[src/rtl/core/scancode_set1_to_ascii_decoder_defines.svh]
// ----------------------------------------------------------------------------
// Assertion macros for the Set-1 scancode decoder
// Each macro expands to a labeled concurrent assertion, or to nothing in
// synthesis builds.
// ----------------------------------------------------------------------------
`ifndef SCANCODE_SET1_TO_ASCII_DECODER_DEFINES_SVH
`define SCANCODE_SET1_TO_ASCII_DECODER_DEFINES_SVH

`ifndef SYNTH
// same-cycle implication
`define SCS1_ASSERT_IMP(name, clk, rst, ante, cons) \
  name: assert property (@(posedge clk) disable iff (rst) (ante) |-> (cons)) \
    else $error("scs1 assertion failed");
// next-cycle implication
`define SCS1_ASSERT_NXT(name, clk, rst, ante, cons) \
  name: assert property (@(posedge clk) disable iff (rst) (ante) |=> (cons)) \
    else $error("scs1 assertion failed");
`else
`define SCS1_ASSERT_IMP(name, clk, rst, ante, cons)
`define SCS1_ASSERT_NXT(name, clk, rst, ante, cons)
`endif

`endif

[src/rtl/core/scs1_pkg.sv]
// ----------------------------------------------------------------------------
// scs1_pkg
// Types, key codes and keymap table for the Set-1 scancode decoder.
// ----------------------------------------------------------------------------
package scs1_pkg;

  localparam int KeyW    = 7;
  localparam int CharW   = 7;
  localparam int MaxRun  = 4;
  localparam int CountW  = 3;
  localparam int IdxW    = 2;

  // prefix bytes
  localparam logic [7:0] CodeExtPrefix   = 8'hE0;
  localparam logic [7:0] CodePausePrefix = 8'hE1;

  // key numbers (low seven bits of the scancode)
  localparam logic [KeyW-1:0] KeyEsc    = 7'h01;
  localparam logic [KeyW-1:0] KeyBksp   = 7'h0E;
  localparam logic [KeyW-1:0] KeyEnter  = 7'h1C;
  localparam logic [KeyW-1:0] KeyCtrl   = 7'h1D;
  localparam logic [KeyW-1:0] KeyLShift = 7'h2A;
  localparam logic [KeyW-1:0] KeyRShift = 7'h36;
  localparam logic [KeyW-1:0] KeyAlt    = 7'h38;
  localparam logic [KeyW-1:0] KeyCaps   = 7'h3A;
  localparam logic [KeyW-1:0] KeyNum    = 7'h45;
  localparam logic [KeyW-1:0] KeyScroll = 7'h46;
  localparam logic [KeyW-1:0] KeyHome   = 7'h47;
  localparam logic [KeyW-1:0] KeyUp     = 7'h48;
  localparam logic [KeyW-1:0] KeyPgUp   = 7'h49;
  localparam logic [KeyW-1:0] KeyLeft   = 7'h4B;
  localparam logic [KeyW-1:0] KeyRight  = 7'h4D;
  localparam logic [KeyW-1:0] KeyEnd    = 7'h4F;
  localparam logic [KeyW-1:0] KeyDown   = 7'h50;
  localparam logic [KeyW-1:0] KeyPgDn   = 7'h51;
  localparam logic [KeyW-1:0] KeyIns    = 7'h52;
  localparam logic [KeyW-1:0] KeyDel    = 7'h53;

  // ASCII values
  localparam logic [CharW-1:0] AsciiBs     = 7'h08;
  localparam logic [CharW-1:0] AsciiLf     = 7'h0A;
  localparam logic [CharW-1:0] AsciiEsc    = 7'h1B;
  localparam logic [CharW-1:0] AsciiLbrack = 7'h5B;
  localparam logic [CharW-1:0] AsciiTilde  = 7'h7E;
  localparam logic [CharW-1:0] CaseBit     = 7'h20;

  // final byte of the ANSI sequences
  localparam logic [CharW-1:0] SeqUp    = 7'h41; // A
  localparam logic [CharW-1:0] SeqDown  = 7'h42; // B
  localparam logic [CharW-1:0] SeqRight = 7'h43; // C
  localparam logic [CharW-1:0] SeqLeft  = 7'h44; // D
  localparam logic [CharW-1:0] SeqEnd   = 7'h46; // F
  localparam logic [CharW-1:0] SeqHome  = 7'h48; // H
  localparam logic [CharW-1:0] SeqIns   = 7'h32; // 2
  localparam logic [CharW-1:0] SeqDel   = 7'h33; // 3
  localparam logic [CharW-1:0] SeqPgUp  = 7'h35; // 5
  localparam logic [CharW-1:0] SeqPgDn  = 7'h36; // 6

  typedef struct packed {
    logic left_shift_held;
    logic right_shift_held;
    logic left_ctrl_held;
    logic right_ctrl_held;
    logic left_alt_held;
    logic right_alt_held;
    logic caps_lock_on;
    logic num_lock_on;
    logic scroll_lock_on;
    logic prefix_pending;
  } flags_t;

  typedef struct packed {
    logic [CharW-1:0] shifted;
    logic [CharW-1:0] plain;
  } keymap_entry_t;

  typedef struct packed {
    logic [CountW-1:0]            count;  // 0..4 bytes
    logic [MaxRun-1:0][CharW-1:0] bytes;  // bytes[0] goes out first
  } run_t;

  function automatic logic is_letter(input logic [CharW-1:0] c);
    return ((c >= 7'h61) && (c <= 7'h7A)) || ((c >= 7'h41) && (c <= 7'h5A));
  endfunction

  // {shifted, plain}; keys past the table and empty slots read as zero
  function automatic keymap_entry_t keymap_lookup(input logic [KeyW-1:0] key);
    keymap_entry_t e;
    e = '0;
    unique case (key)
      7'd2:  e = '{7'h21, 7'h31};
      7'd3:  e = '{7'h40, 7'h32};
      7'd4:  e = '{7'h23, 7'h33};
      7'd5:  e = '{7'h24, 7'h34};
      7'd6:  e = '{7'h25, 7'h35};
      7'd7:  e = '{7'h5E, 7'h36};
      7'd8:  e = '{7'h26, 7'h37};
      7'd9:  e = '{7'h2A, 7'h38};
      7'd10: e = '{7'h28, 7'h39};
      7'd11: e = '{7'h29, 7'h30};
      7'd12: e = '{7'h5F, 7'h2D};
      7'd13: e = '{7'h2B, 7'h3D};
      7'd14: e = '{7'h08, 7'h08};
      7'd15: e = '{7'h09, 7'h09};
      7'd16: e = '{7'h51, 7'h71};
      7'd17: e = '{7'h57, 7'h77};
      7'd18: e = '{7'h45, 7'h65};
      7'd19: e = '{7'h52, 7'h72};
      7'd20: e = '{7'h54, 7'h74};
      7'd21: e = '{7'h59, 7'h79};
      7'd22: e = '{7'h55, 7'h75};
      7'd23: e = '{7'h49, 7'h69};
      7'd24: e = '{7'h4F, 7'h6F};
      7'd25: e = '{7'h50, 7'h70};
      7'd26: e = '{7'h7B, 7'h5B};
      7'd27: e = '{7'h7D, 7'h5D};
      7'd28: e = '{7'h0A, 7'h0A};
      7'd30: e = '{7'h41, 7'h61};
      7'd31: e = '{7'h53, 7'h73};
      7'd32: e = '{7'h44, 7'h64};
      7'd33: e = '{7'h46, 7'h66};
      7'd34: e = '{7'h47, 7'h67};
      7'd35: e = '{7'h48, 7'h68};
      7'd36: e = '{7'h4A, 7'h6A};
      7'd37: e = '{7'h4B, 7'h6B};
      7'd38: e = '{7'h4C, 7'h6C};
      7'd39: e = '{7'h3A, 7'h3B};
      7'd40: e = '{7'h22, 7'h27};
      7'd41: e = '{7'h7E, 7'h60};
      7'd43: e = '{7'h7C, 7'h5C};
      7'd44: e = '{7'h5A, 7'h7A};
      7'd45: e = '{7'h58, 7'h78};
      7'd46: e = '{7'h43, 7'h63};
      7'd47: e = '{7'h56, 7'h76};
      7'd48: e = '{7'h42, 7'h62};
      7'd49: e = '{7'h4E, 7'h6E};
      7'd50: e = '{7'h4D, 7'h6D};
      7'd51: e = '{7'h3C, 7'h2C};
      7'd52: e = '{7'h3E, 7'h2E};
      7'd53: e = '{7'h3F, 7'h2F};
      7'd55: e = '{7'h2A, 7'h2A};
      7'd57: e = '{7'h20, 7'h20};
      7'd72: e = '{7'h37, 7'h37};
      7'd73: e = '{7'h38, 7'h38};
      7'd74: e = '{7'h39, 7'h39};
      7'd75: e = '{7'h2D, 7'h2D};
      7'd76: e = '{7'h34, 7'h34};
      7'd77: e = '{7'h35, 7'h35};
      7'd78: e = '{7'h36, 7'h36};
      7'd79: e = '{7'h2B, 7'h2B};
      7'd80: e = '{7'h31, 7'h31};
      7'd81: e = '{7'h32, 7'h32};
      7'd82: e = '{7'h33, 7'h33};
      7'd83: e = '{7'h30, 7'h30};
      7'd84: e = '{7'h2E, 7'h2E};
      default: e = '0;
    endcase
    return e;
  endfunction

endpackage

[src/rtl/core/scs1_keymap_rom.sv]
// ----------------------------------------------------------------------------
// scs1_keymap_rom
// Plain/shifted keymap ROM with a registered read port.
// ----------------------------------------------------------------------------
module scs1_keymap_rom import scs1_pkg::*; (
  input  logic            clk,
  input  logic            rd_en,
  input  logic [KeyW-1:0] rd_addr,
  output keymap_entry_t   rd_data
);

  always_ff @(posedge clk) begin
    if (rd_en) begin
      rd_data <= keymap_lookup(rd_addr);
    end
  end

endmodule

[src/rtl/core/scs1_decode.sv]
// ----------------------------------------------------------------------------
// scs1_decode
// Decodes one scancode against the current flags: next flags and output run.
// ----------------------------------------------------------------------------
module scs1_decode import scs1_pkg::*; (
  input  logic [7:0]    code,
  input  flags_t        flags,
  input  keymap_entry_t entry,
  output flags_t        flags_next,
  output run_t          run
);

  logic             key_up;
  logic [KeyW-1:0]  key;
  logic [CharW-1:0] ch_sel;
  logic [CharW-1:0] ch_caps;
  logic [CharW-1:0] ch_final;

  assign key_up = code[7];
  assign key    = code[KeyW-1:0];

  // ordinary key: table pick, caps flips letter case, ctrl folds letters to 1..26
  assign ch_sel  = (flags.left_shift_held || flags.right_shift_held) ? entry.shifted
                                                                     : entry.plain;
  assign ch_caps = (flags.caps_lock_on && is_letter(ch_sel)) ? (ch_sel ^ CaseBit) : ch_sel;
  assign ch_final = ((flags.left_ctrl_held || flags.right_ctrl_held) && is_letter(ch_caps))
                    ? {2'b00, ch_caps[4:0]} : ch_caps;

  always_comb begin
    flags_next   = flags;
    run.count    = '0;
    run.bytes[0] = AsciiEsc;
    run.bytes[1] = AsciiLbrack;
    run.bytes[2] = '0;
    run.bytes[3] = AsciiTilde;

    priority if (code == CodeExtPrefix) begin
      flags_next.prefix_pending = 1'b1;
    end else if (code == CodePausePrefix) begin
      flags_next.prefix_pending = 1'b0;
    end else if (flags.prefix_pending) begin
      flags_next.prefix_pending = 1'b0;
      if (key == KeyCtrl) begin
        flags_next.right_ctrl_held = !key_up;
      end else if (key == KeyAlt) begin
        flags_next.right_alt_held = !key_up;
      end else if (!key_up) begin
        unique case (key)
          KeyUp:    begin run.bytes[2] = SeqUp;    run.count = 3'd3; end
          KeyDown:  begin run.bytes[2] = SeqDown;  run.count = 3'd3; end
          KeyRight: begin run.bytes[2] = SeqRight; run.count = 3'd3; end
          KeyLeft:  begin run.bytes[2] = SeqLeft;  run.count = 3'd3; end
          KeyHome:  begin run.bytes[2] = SeqHome;  run.count = 3'd3; end
          KeyEnd:   begin run.bytes[2] = SeqEnd;   run.count = 3'd3; end
          KeyIns:   begin run.bytes[2] = SeqIns;   run.count = 3'd4; end
          KeyDel:   begin run.bytes[2] = SeqDel;   run.count = 3'd4; end
          KeyPgUp:  begin run.bytes[2] = SeqPgUp;  run.count = 3'd4; end
          KeyPgDn:  begin run.bytes[2] = SeqPgDn;  run.count = 3'd4; end
          default: ;
        endcase
      end
    end else if (key_up) begin
      unique case (key)
        KeyLShift: flags_next.left_shift_held  = 1'b0;
        KeyRShift: flags_next.right_shift_held = 1'b0;
        KeyCtrl:   flags_next.left_ctrl_held   = 1'b0;
        KeyAlt:    flags_next.left_alt_held    = 1'b0;
        default: ;
      endcase
    end else begin
      unique case (key)
        KeyLShift: flags_next.left_shift_held  = 1'b1;
        KeyRShift: flags_next.right_shift_held = 1'b1;
        KeyCtrl:   flags_next.left_ctrl_held   = 1'b1;
        KeyAlt:    flags_next.left_alt_held    = 1'b1;
        KeyCaps:   flags_next.caps_lock_on     = !flags.caps_lock_on;
        KeyNum:    flags_next.num_lock_on      = !flags.num_lock_on;
        KeyScroll: flags_next.scroll_lock_on   = !flags.scroll_lock_on;
        KeyEsc:    begin run.bytes[0] = AsciiEsc; run.count = 3'd1; end
        KeyBksp:   begin run.bytes[0] = AsciiBs;  run.count = 3'd1; end
        KeyEnter:  begin run.bytes[0] = AsciiLf;  run.count = 3'd1; end
        default: begin
          if (ch_sel != '0) begin
            run.bytes[0] = ch_final;
            run.count    = 3'd1;
          end
        end
      endcase
    end
  end

endmodule

[src/rtl/core/scs1_serializer.sv]
// ----------------------------------------------------------------------------
// scs1_serializer
// Holds one decoded run and sends its bytes out one per transaction.
// ----------------------------------------------------------------------------
module scs1_serializer import scs1_pkg::*; (
  input  logic             clk,
  input  logic             rst,
  input  logic             load_valid,
  input  run_t             load_run,
  output logic             load_ready,
  output logic             char_valid,
  input  logic             char_ready,
  output logic [CharW-1:0] out_char,
  output logic             last_of_run
);

  logic                         busy;
  logic [IdxW-1:0]              idx;
  logic [IdxW-1:0]              last_idx;
  logic [MaxRun-1:0][CharW-1:0] bytes;
  logic                         load;

  assign char_valid  = busy;
  assign out_char    = bytes[idx];
  assign last_of_run = (idx == last_idx);
  // free now, or freed by the final byte leaving this cycle
  assign load_ready  = !busy || (char_ready && last_of_run);
  assign load        = load_valid && load_ready;

  always_ff @(posedge clk) begin
    if (rst) begin
      busy <= 1'b0;
      idx  <= '0;
    end else if (load) begin
      busy <= 1'b1;
      idx  <= '0;
    end else if (busy && char_ready) begin
      if (last_of_run) begin
        busy <= 1'b0;
      end else begin
        idx <= idx + 1'b1;
      end
    end
  end

  always_ff @(posedge clk) begin
    if (load) begin
      bytes    <= load_run.bytes;
      last_idx <= IdxW'(load_run.count - 3'd1);
    end
  end

endmodule

[src/rtl/core/scancode_set1_to_ascii_decoder.sv]
// A scancode is registered in stage 1 with the ROM read, then loaded into the serializer.
// Throughput: one scancode per cycle when each yields at most one byte and char_ready is
//   high; a run (at most four bytes) holds the output register until its last byte is taken.
// Rate is set by the single-byte output port draining each run.
// Reset (rst, synchronous) clears all modifier/lock/prefix flags and empties
//   both pipeline stages; the keymap ROM's read register is not reset.
// ----------------------------------------------------------------------------
// scancode_set1_to_ascii_decoder
// Set-1 scancode to ASCII decoder: keymap ROM read, decode with flag update,
// and a run serializer.
// ----------------------------------------------------------------------------
`include "scancode_set1_to_ascii_decoder_defines.svh"

module scancode_set1_to_ascii_decoder import scs1_pkg::*; (
  input  logic             clk,
  input  logic             rst,
  input  logic             scan_valid,
  output logic             scan_ready,
  input  logic [7:0]       scan_code,
  output logic             char_valid,
  input  logic             char_ready,
  output logic [CharW-1:0] out_char,
  output logic             last_of_run
);

  // Stage 1: scancode register, lined up with the registered ROM read.
  logic          s1_valid;
  logic [7:0]    s1_code;
  logic          s1_advance;
  logic          scan_xact;
  keymap_entry_t rom_entry;

  // Flag register; only the stage-1 decode reads and writes it, and stage 1
  // retires in order, so no forwarding is needed.
  flags_t flags;
  flags_t flags_next;

  run_t run;
  logic load_ready;
  logic load_valid;

  assign scan_xact  = scan_valid && scan_ready;
  // a scancode with no output retires without waiting on the serializer
  assign load_valid = s1_valid && (run.count != '0);
  assign s1_advance = s1_valid && ((run.count == '0) || load_ready);
  assign scan_ready = !s1_valid || s1_advance;

  // ROM read is issued with the input transaction and held while stage 1 stalls
  scs1_keymap_rom u_rom (
    .clk     (clk),
    .rd_en   (scan_xact),
    .rd_addr (scan_code[KeyW-1:0]),
    .rd_data (rom_entry)
  );

  scs1_decode u_decode (
    .code       (s1_code),
    .flags      (flags),
    .entry      (rom_entry),
    .flags_next (flags_next),
    .run        (run)
  );

  scs1_serializer u_ser (
    .clk         (clk),
    .rst         (rst),
    .load_valid  (load_valid),
    .load_run    (run),
    .load_ready  (load_ready),
    .char_valid  (char_valid),
    .char_ready  (char_ready),
    .out_char    (out_char),
    .last_of_run (last_of_run)
  );

  always_ff @(posedge clk) begin
    if (rst) begin
      s1_valid <= 1'b0;
      flags    <= '0;
    end else begin
      if (scan_xact) begin
        s1_valid <= 1'b1;
      end else if (s1_advance) begin
        s1_valid <= 1'b0;
      end
      if (s1_advance) begin
        flags <= flags_next;
      end
    end
  end

  always_ff @(posedge clk) begin
    if (scan_xact) begin
      s1_code <= scan_code;
    end
  end

  // Stalled stage 1 keeps its scancode.
  `SCS1_ASSERT_NXT(a_s1_hold, clk, rst, s1_valid && !s1_advance,
                   s1_valid && $stable(s1_code))
  // An E0 prefix arms the prefix flag.
  `SCS1_ASSERT_NXT(a_prefix_set, clk, rst, s1_advance && (s1_code == CodeExtPrefix),
                   flags.prefix_pending)
  // Any other decoded byte leaves the prefix flag clear.
  `SCS1_ASSERT_NXT(a_prefix_clr, clk, rst, s1_advance && (s1_code != CodeExtPrefix),
                   !flags.prefix_pending)
  // A run does not end early: a non-final byte taken means more follow.
  `SCS1_ASSERT_NXT(a_run_cont, clk, rst, char_valid && char_ready && !last_of_run,
                   char_valid)

endmodule
[config.mk]
export PLATFORM = sky130hd
export DESIGN_NAME = scancode_set1_to_ascii_decoder
export DESIGN_NICKNAME = d
export VERILOG_FILES = /design/src/rtl/core/scs1_pkg.sv /design/src/rtl/core/scs1_keymap_rom.sv /design/src/rtl/core/scs1_decode.sv /design/src/rtl/core/scs1_serializer.sv /design/src/rtl/core/scancode_set1_to_ascii_decoder.sv
export VERILOG_INCLUDE_DIRS = /design/src /design/src/rtl/core
export SDC_FILE = /design/constraint.sdc
export NUM_CORES = 1
export LEC_CHECK = 0
export ABC_AREA = 1
export ABC_CLOCK_PERIOD_IN_PS = 3400
export BUFFER_PORTS_ARGS = -buffer_cell sky130_fd_sc_hd__buf_2
export CAP_MARGIN = 20
export CORE_MARGIN = 10
export CORE_UTILIZATION = 35
export DETAILED_ROUTE_END_ITERATION = 6
export MAX_ROUTING_LAYER = met4
export PLACE_DENSITY = 0.62
export REMOVE_ABC_BUFFERS = 1
export SETUP_SLACK_MARGIN = 0.05
export SLEW_MARGIN = 20
export SYNTH_ARGS = -nofsm -noshare
export SYNTH_HDL_FRONTEND = slang
export SYNTH_SLANG_ARGS = --single-unit
export TNS_END_PERCENT = 100
[constraint.sdc]
create_clock -name clk -period 3.4 [get_ports clk]
set_clock_uncertainty 0.15 [all_clocks]
set_input_delay 0.34 -clock clk [delete_from_list [all_inputs] [get_ports clk]]
set_output_delay 0.34 -clock clk [all_outputs]
set_load 0.05 [all_outputs]
==> key figures, run 1 <==
Finish
  • Design area: 3820 um^2
  • Share of layout cells above drive strength 1: 0.120
  • Nets@finish: 537
  • Area Overhead vs Synth: 8.91%
  • Antenna cells: 0

Routing
  • Initial DRT Pass Iterations: 5
  • ANT nets after route: 0
  • Highest Signal Layer: met4
  • WL/cell: 13.9 um
  • Routed vias/inst: 5.12
  • WL final: 9.00 mm
  • DRT iter0 DRCs: 217
  • DRC viols: 0
  • WL met2: 4.25 mm
  • DR vias: 3318
  • DRT met1 WL: 3.86 mm
  • Metal3 WL: 614 um

STA
  • Hold Vio Cnt, Final: 0
  • Final slew viol count: 0
  • Fin crit share: 0.895
  • Setup WS post-layout: 0.356 ns
  • WHS: 0.0588 ns
  • Slew HR: 0.640
  • Min Tclk post-route: 3.04 ns
  • Worst-margin pin slew: 0.539 ns
  • # setup viols final: 0
  • Sum Neg Setup Slack: 0 ns
  • Fmax: 0.328 GHz
  • RSZ-0062 raised after global routing: false

Global route
  • Vias in the first global route: 3244
  • Largest net degree at the start of global routing: 23
  • First-pass GRT wire length: 15.2 mm
  • Initial antenna violation count: 0
  • Overall routing resource usage: 0.128
  • Remaining global-route overflow: 0

Pwr
  • Worst VDD drop: 120 uV
  • Power Total: 0.00131 W
  • Pleak: 1.73 nW
  • Pwr dens: 343 nW/um^2

Critical path
  • Startpoint Class: register
  • Worst Setup Path Type: register to output port
  • Critical Path RT: 2.91 ns
  • CP max FO: 13
  • Worst Setup End Kind: output port
  • FF-to-FF path depth: 15
  • Worst endpoint data arrival time: 2.55 ns

Clock tree
  • CTS Buf Count: 5
  • CTS resizes: 0
  • Worst-skew pair later-pin latency: 0.31 ns
  • Post-CTS Setup Bufs: 0
  • Worst-path clk slew: 0.09 ns
  • Clk root buf: clkbuf_8
  • Hold buffers post-CTS: 0
  • Clock H-tree levels: 2
  • Max Root-Sink Buffers: 2
  • Clk sinks: 47
  • CTS tree: built

Floorplanning
  • Die Width: 120 um
  • Site row count: 36
  • DIE HEIGHT: 120 um
  • Ports: 22
  • Die area: 14400 um^2
  • Core Area: 9770 um^2
  • Starting Density: 0.359

Placement
  • Placed Area: 3740 um^2
  • Post-placement setup slack: 0.561 ns
  • Dpl hpwl: 7.06 mm
  • GPL Wtd Cong: 0.969
  • Port bufs: 21

Job
  • Max Cap Viol: 0

Worst hold path
  • Hold crit path type: primary input to register
  • Hold Path Cell Cnt: 1

Synthesis
  • Synth area leader: edfxtp_1
  • Top cells by area, synth: edfxtp_1 32%, nand2_1 12%, nor2_1 7.3%, inv_1 6.1%, dfxtp_1 5.7%
  • Sequential element share of the synthesized area: 0.373
  • Post-Synthesis Mean Instance Area: 7.05 um^2
  • Post-Synthesis Cells: 498
  • YS warnings: 0
  • Seq cells post-synth: 47
  • Netlist Area Pre-Place: 3510 um^2
  • Synth top area share: 0.316
  • Yosys cell types: 41

Status
  • Status: finished, final reports clean
-- cells in the mapped netlist, drive strengths merged --
cell type  number
a21boi          2
nand4           9
a21oi          21
nor2           74
dfxtp          10
o21a            1
a31o            1
xnor2           2
a211oi          1
a311oi          1
clkbuf          8
nor3           24
buf             8
clkinv          1
o211ai          5
o2111ai         2
ha             11
nand3          38
o31ai           2
nand2         124
or2             1
xor2            1
edfxtp         37
a31oi           7
inv            63
o221ai          3
nand3b          1
o21ai          40
-- final timing paths --
path                              startpoint  slack, ns               end
worst max-delay path                flags[8]       0.36        scan_ready
worst min-delay path            scan_code[7]       0.06        s1_code[7]
worst min register to register      flags[7]       0.35          flags[7]
worst max register to register      flags[8]       0.55  u_rom.rd_data[0]
-- cells by family after synthesis --
kind of cell / count (synthesis) / synth area share
buffers and inverters: 80 / 0.0902
xor gates and xnor gates: 3 / 0.00749
adders and majority gates: 11 / 0.0392
DFF: 47 / 0.373
AOI/OAI and AO/OA: 86 / 0.143
and+or+nand+nor: 271 / 0.347
-- placed cells by master (no fill, tap or decap), types with 3 or more instances in the layout --
cell type,n
o221ai_1,3
edfxtp_1,37
a31oi_1,7
buf_2,21
inv_2,6
buf_4,4
ha_1,11
nand4_1,9
nand3_1,36
nor3_1,22
o21ai_1,3
inv_1,57
clkbuf_8,5
nand2_1,115
nor2_1,68
o211ai_1,5
dfxtp_1,10
nand2_2,6
nor2_2,4
o21ai_0,35
a21oi_1,21
nand2_4,3
-- state kept, by name, indices dropped and copies added, names as in the netlist --
name              flops
s1_code               8
u_ser.bytes          13
u_ser.char_valid      1
u_ser.idx             2
u_ser.last_idx        2
s1_valid              1
flags                 6
u_rom.rd_data        14
-- final cells by class --
cell class	count	area, um^2
Multi-Input combinational cell	371	1880
Timing Repair Buffer	25	135
Fill cell	1028	5950
Inverter	64	240
Tap cell	133	166
Clock buffer	5	68.8
Sequential cell	47	1310
Clock inverter	3	18.8
-- critical path: stages, from the launching register on --
cell and delay (ns):
dfxtp_1 0.35, nor2_4 0.28, nand2_2 0.06, o21ai_1 0.16
inv_2 0.07, nor2_2 0.12, nand2_2 0.09, nor3_4 0.17
nand2_1 0.07, a31oi_1 0.19, ha_1 0.23, nand2_4 0.08
nand3_1 0.11, buf_2 0.28
-- report_power, final --
group | switching (W) | internal (W)
Clock | 0.000188 | 0.000145
Combinational | 0.000212 | 0.0000869
Sequential | 0.0000194 | 0.000659
-- per-layer routing --
layer / up-vias / track usage
met5: - / -
met4: 0 / 0.0535
met3: 23 / 0.0244
met2: 137 / 0.213
met1: 1466 / 0.149
li1: 1692 / -
-- metrics by stage --
stage               utilization  std cells
detailed placement        0.382        640
global placement          0.382        640
CTS                       0.391        648
global route              0.391        648
finish                    0.391        648
floorplan                     -        482
(Power assumes the default switching activity.)
==> run 2, diff against run 1 <==
--- a/config.mk
+++ b/config.mk
@@ -12,8 +12,8 @@
 export CAP_MARGIN = 20
 export CORE_MARGIN = 10
-export CORE_UTILIZATION = 35
+export CORE_UTILIZATION = 48
 export DETAILED_ROUTE_END_ITERATION = 6
 export MAX_ROUTING_LAYER = met4
-export PLACE_DENSITY = 0.62
+export PLACE_DENSITY = 0.76
 export REMOVE_ABC_BUFFERS = 1
 export SETUP_SLACK_MARGIN = 0.05
==> constraint.sdc (replaced) <==
create_clock -name clk -period 3.4 [get_ports clk]
set_clock_uncertainty 0.15 [all_clocks]
set_input_delay 0.68 -clock clk [delete_from_list [all_inputs] [get_ports clk]]
set_output_delay 0.68 -clock clk [all_outputs]
set_load 0.05 [all_outputs]
==> key figures, run 2 (synthesis gave the netlist of run 1 again) <==
Critical path
  • Flop2flop setup slack: 0.47 ns (-0.08 ns)
  • Critical Path RT: 2.57 ns (-0.34 ns)
  • Worst Setup Path Type: register to output port
  • Worst path max stage delay: 0.40 ns (+0.05 ns)
  • CP max-delay cell: dfxtp_4
  • Worst Setup End Kind: output port
  • Crit path top cell by count: nand2_2
  • Startpoint Class: register
  • CP cell instances: nor2_2 > buf_4 > o21ai_4 > nand2_2 > nor2_4 > nand2_2 > nor3_4 > nand2_1 > a31oi_2 > ha_2 > nand2_4 > nand3_4 > buf_8
  • CP max FO: 6 (-7)
  • Worst endpoint data arrival time: 2.48 ns (-0.07 ns)

Global route
  • Largest net degree at the start of global routing: 23 (unchanged)
  • M3 GR Usage: 0.0207 (-0.00367)
  • Remaining global-route overflow: 0 (unchanged)
  • Met1 Use GR: 0.203 (+0.0540)
  • Vias in the first global route: 3253 (+0.28%)
  • Gr busiest metal: met2
  • First-pass GRT wire length: 15.3 mm (+0.63%)
  • Overall routing resource usage: 0.168 (+0.0393)
  • Initial antenna violation count: 0 (unchanged)
  • Met2 usage: 0.279 (+0.0659)

Clock tree
  • Max Root-Sink Buffers: 2 (unchanged)
  • CTS tree: built
  • Clock H-tree levels: 2 (unchanged)
  • Clk sinks: 47 (unchanged)
  • Clk root buf: clkbuf_8
  • Hold buffers post-CTS: 0 (unchanged)
  • Worst-path clk slew: 0.10 ns (about the same)
  • Worst-skew pair later-pin latency: 0.30 ns (about the same)
  • CTS Buf Count: 5 (unchanged)

STA
  • # setup viols final: 0 (unchanged)
  • Hold Vio Cnt, Final: 0 (unchanged)
  • Min Tclk post-route: 3.31 ns (+0.269 ns)
  • Final slew viol count: 0 (unchanged)
  • Fin crit share: 0.974 (+0.0790)
  • Slew HR: 0.665 (+0.0251)
  • Worst-margin pin slew: 0.502 ns (-0.0376 ns)
  • RSZ-0062 raised after global routing: true
  • Fmax: 0.302 GHz (-8.1%)

Finish
  • Share of layout cells above drive strength 1: 0.155 (+0.0345)
  • Biggest register: u_rom.rd_data
  • Area Overhead vs Synth: 11.8%
  • Largest register FFs: 14 (unchanged)
  • Antenna cells: 0 (unchanged)
  • Filler cells: 683 (-34%)
  • Most common cell after layout, fill and taps aside: nand2_1
  • Top Registers: u_rom.rd_data: 14 flops, u_ser.bytes: 13 flops, s1_code: 8 flops
  • Post-layout util: 0.547 (+0.156)
  • Commonest cells after routing, fill and taps aside: 112 x nand2_1, 67 x nor2_1, 57 x inv_1
  • Nets@finish: 545 (+1.5%)

Routing
  • Routed vias/inst: 5.58 (+9.0%)
  • WL final: 9.32 mm (+3.6%)
  • DRT iter0 DRCs: 334 (+54%)
  • DRC viols: 0 (unchanged)
  • ANT nets after route: 0 (unchanged)
  • Initial DRT Pass Iterations: 5 (unchanged)
  • DR vias: 3473 (+4.7%)
  • WL/cell: 15.0 um (+7.9%)

Placement
  • GPL Wtd Cong: 0.974 (+0.49%)
  • Port bufs: 21 (unchanged)
  • Dpl hpwl: 7.03 mm (-0.48%)

Floorplanning
  • Site row count: 31 (-14%)
  • Die Width: 106 um (-12%)
  • Core Area: 7180 um^2 (-27%)
  • DIE HEIGHT: 106 um (-12%)
  • Ports: 22 (unchanged)
  • Die area: 11100 um^2 (-23%)
  • Starting Density: 0.489 (+0.130)

Pwr
  • Power Total: 0.00135 W (+3.2%)
  • Pleak: 1.78 nW (+2.9%)
  • Pwr dens: 345 nW/um^2 (+0.61%)
  • Worst VDD drop: 165 uV (+37%)

Job
  • Max Cap Viol: 0 (unchanged)

Status
  • Status: finished, final reports clean

Worst hold path
  • Hold crit path type: register to register
## run 2: cell count changes in the layout (fill, tap and decap cells not counted), moves of 2 or more
cell	before	now
dfxtp_1	10	8
buf_4	4	11
clkinv_2	2	0
dfxtp_4	0	2
nand2_1	115	112
o21ai_4	0	2
nand2_2	6	9
o21ai_1	3	1
## run 2: cell type report
class	instances	area, um^2	area share
multi-input cells	372	1950	0.496
flip-flops and latches	47	1320	0.336
inverters	64	240	0.0612
repair buffers	32	198	0.0504
well taps	99	124	0.0316
clock buffers	5	68.8	0.0175
clock inverters	3	26.3	0.00670
## run 2: routing by layer
layer | wire (um) | vias up | part of all wire
li1 | - | 1720 | -
met5 | 0 | - | 0
met4 | 235 | 0 | 0.025
met1 | 3880 | 1566 | 0.42
met3 | 637 | 22 | 0.068
met2 | 4570 | 165 | 0.49
## run 2: timing repair
| action | CTS | global route |
|---|---|---|
| pin swaps | 1 | 10 |
| buffers inserted | 1 | 4 |
| setup endpoints to repair | 1 | 1 |
| cloned | 1 | 0 |
| resized for setup | 3 | 17 |
## run 2: final timing paths
path / startpoint / end / depth (start not counted)
max: flags[8] / scan_ready / 13
min: flags[7] / flags[7] / 2
max reg2reg: flags[8] / u_rom.rd_data[7] / 15
min reg2reg: flags[7] / flags[7] / 2
## run 2: report_power, final
part	internal, W	total (W)	switching, W
Clock	0.000153	0.000355	0.000202
Sequential	0.000658	0.000678	0.0000203
Combinational	0.0000980	0.000320	0.000222
## run 2: through the flow
stage               std cells  setup WS, ns  hold slack (ns)  TNS, ns  cell area [um^2]
finish                    622        0.0871            0.357        0              3920
global route              622       -0.0232            0.387  -0.0232              3920
CTS                       618        0.0706            0.354        0              3820
detailed placement        608         0.311            0.340        0              3710
global placement          608         0.385            0.333        0              3710
floorplan                 482         0.212            0.283        0              3430
## run 2: worst max-delay path, delay by kind of cell (launching register included)
family	cells	cell delay (ns)
AND/OR/NAND/NOR	8	0.85
buffers and inverters	2	0.31
adder cells (fa/ha/maj)	1	0.22
AO/OA/AOI/OAI	2	0.39
flip-flops	1	0.40
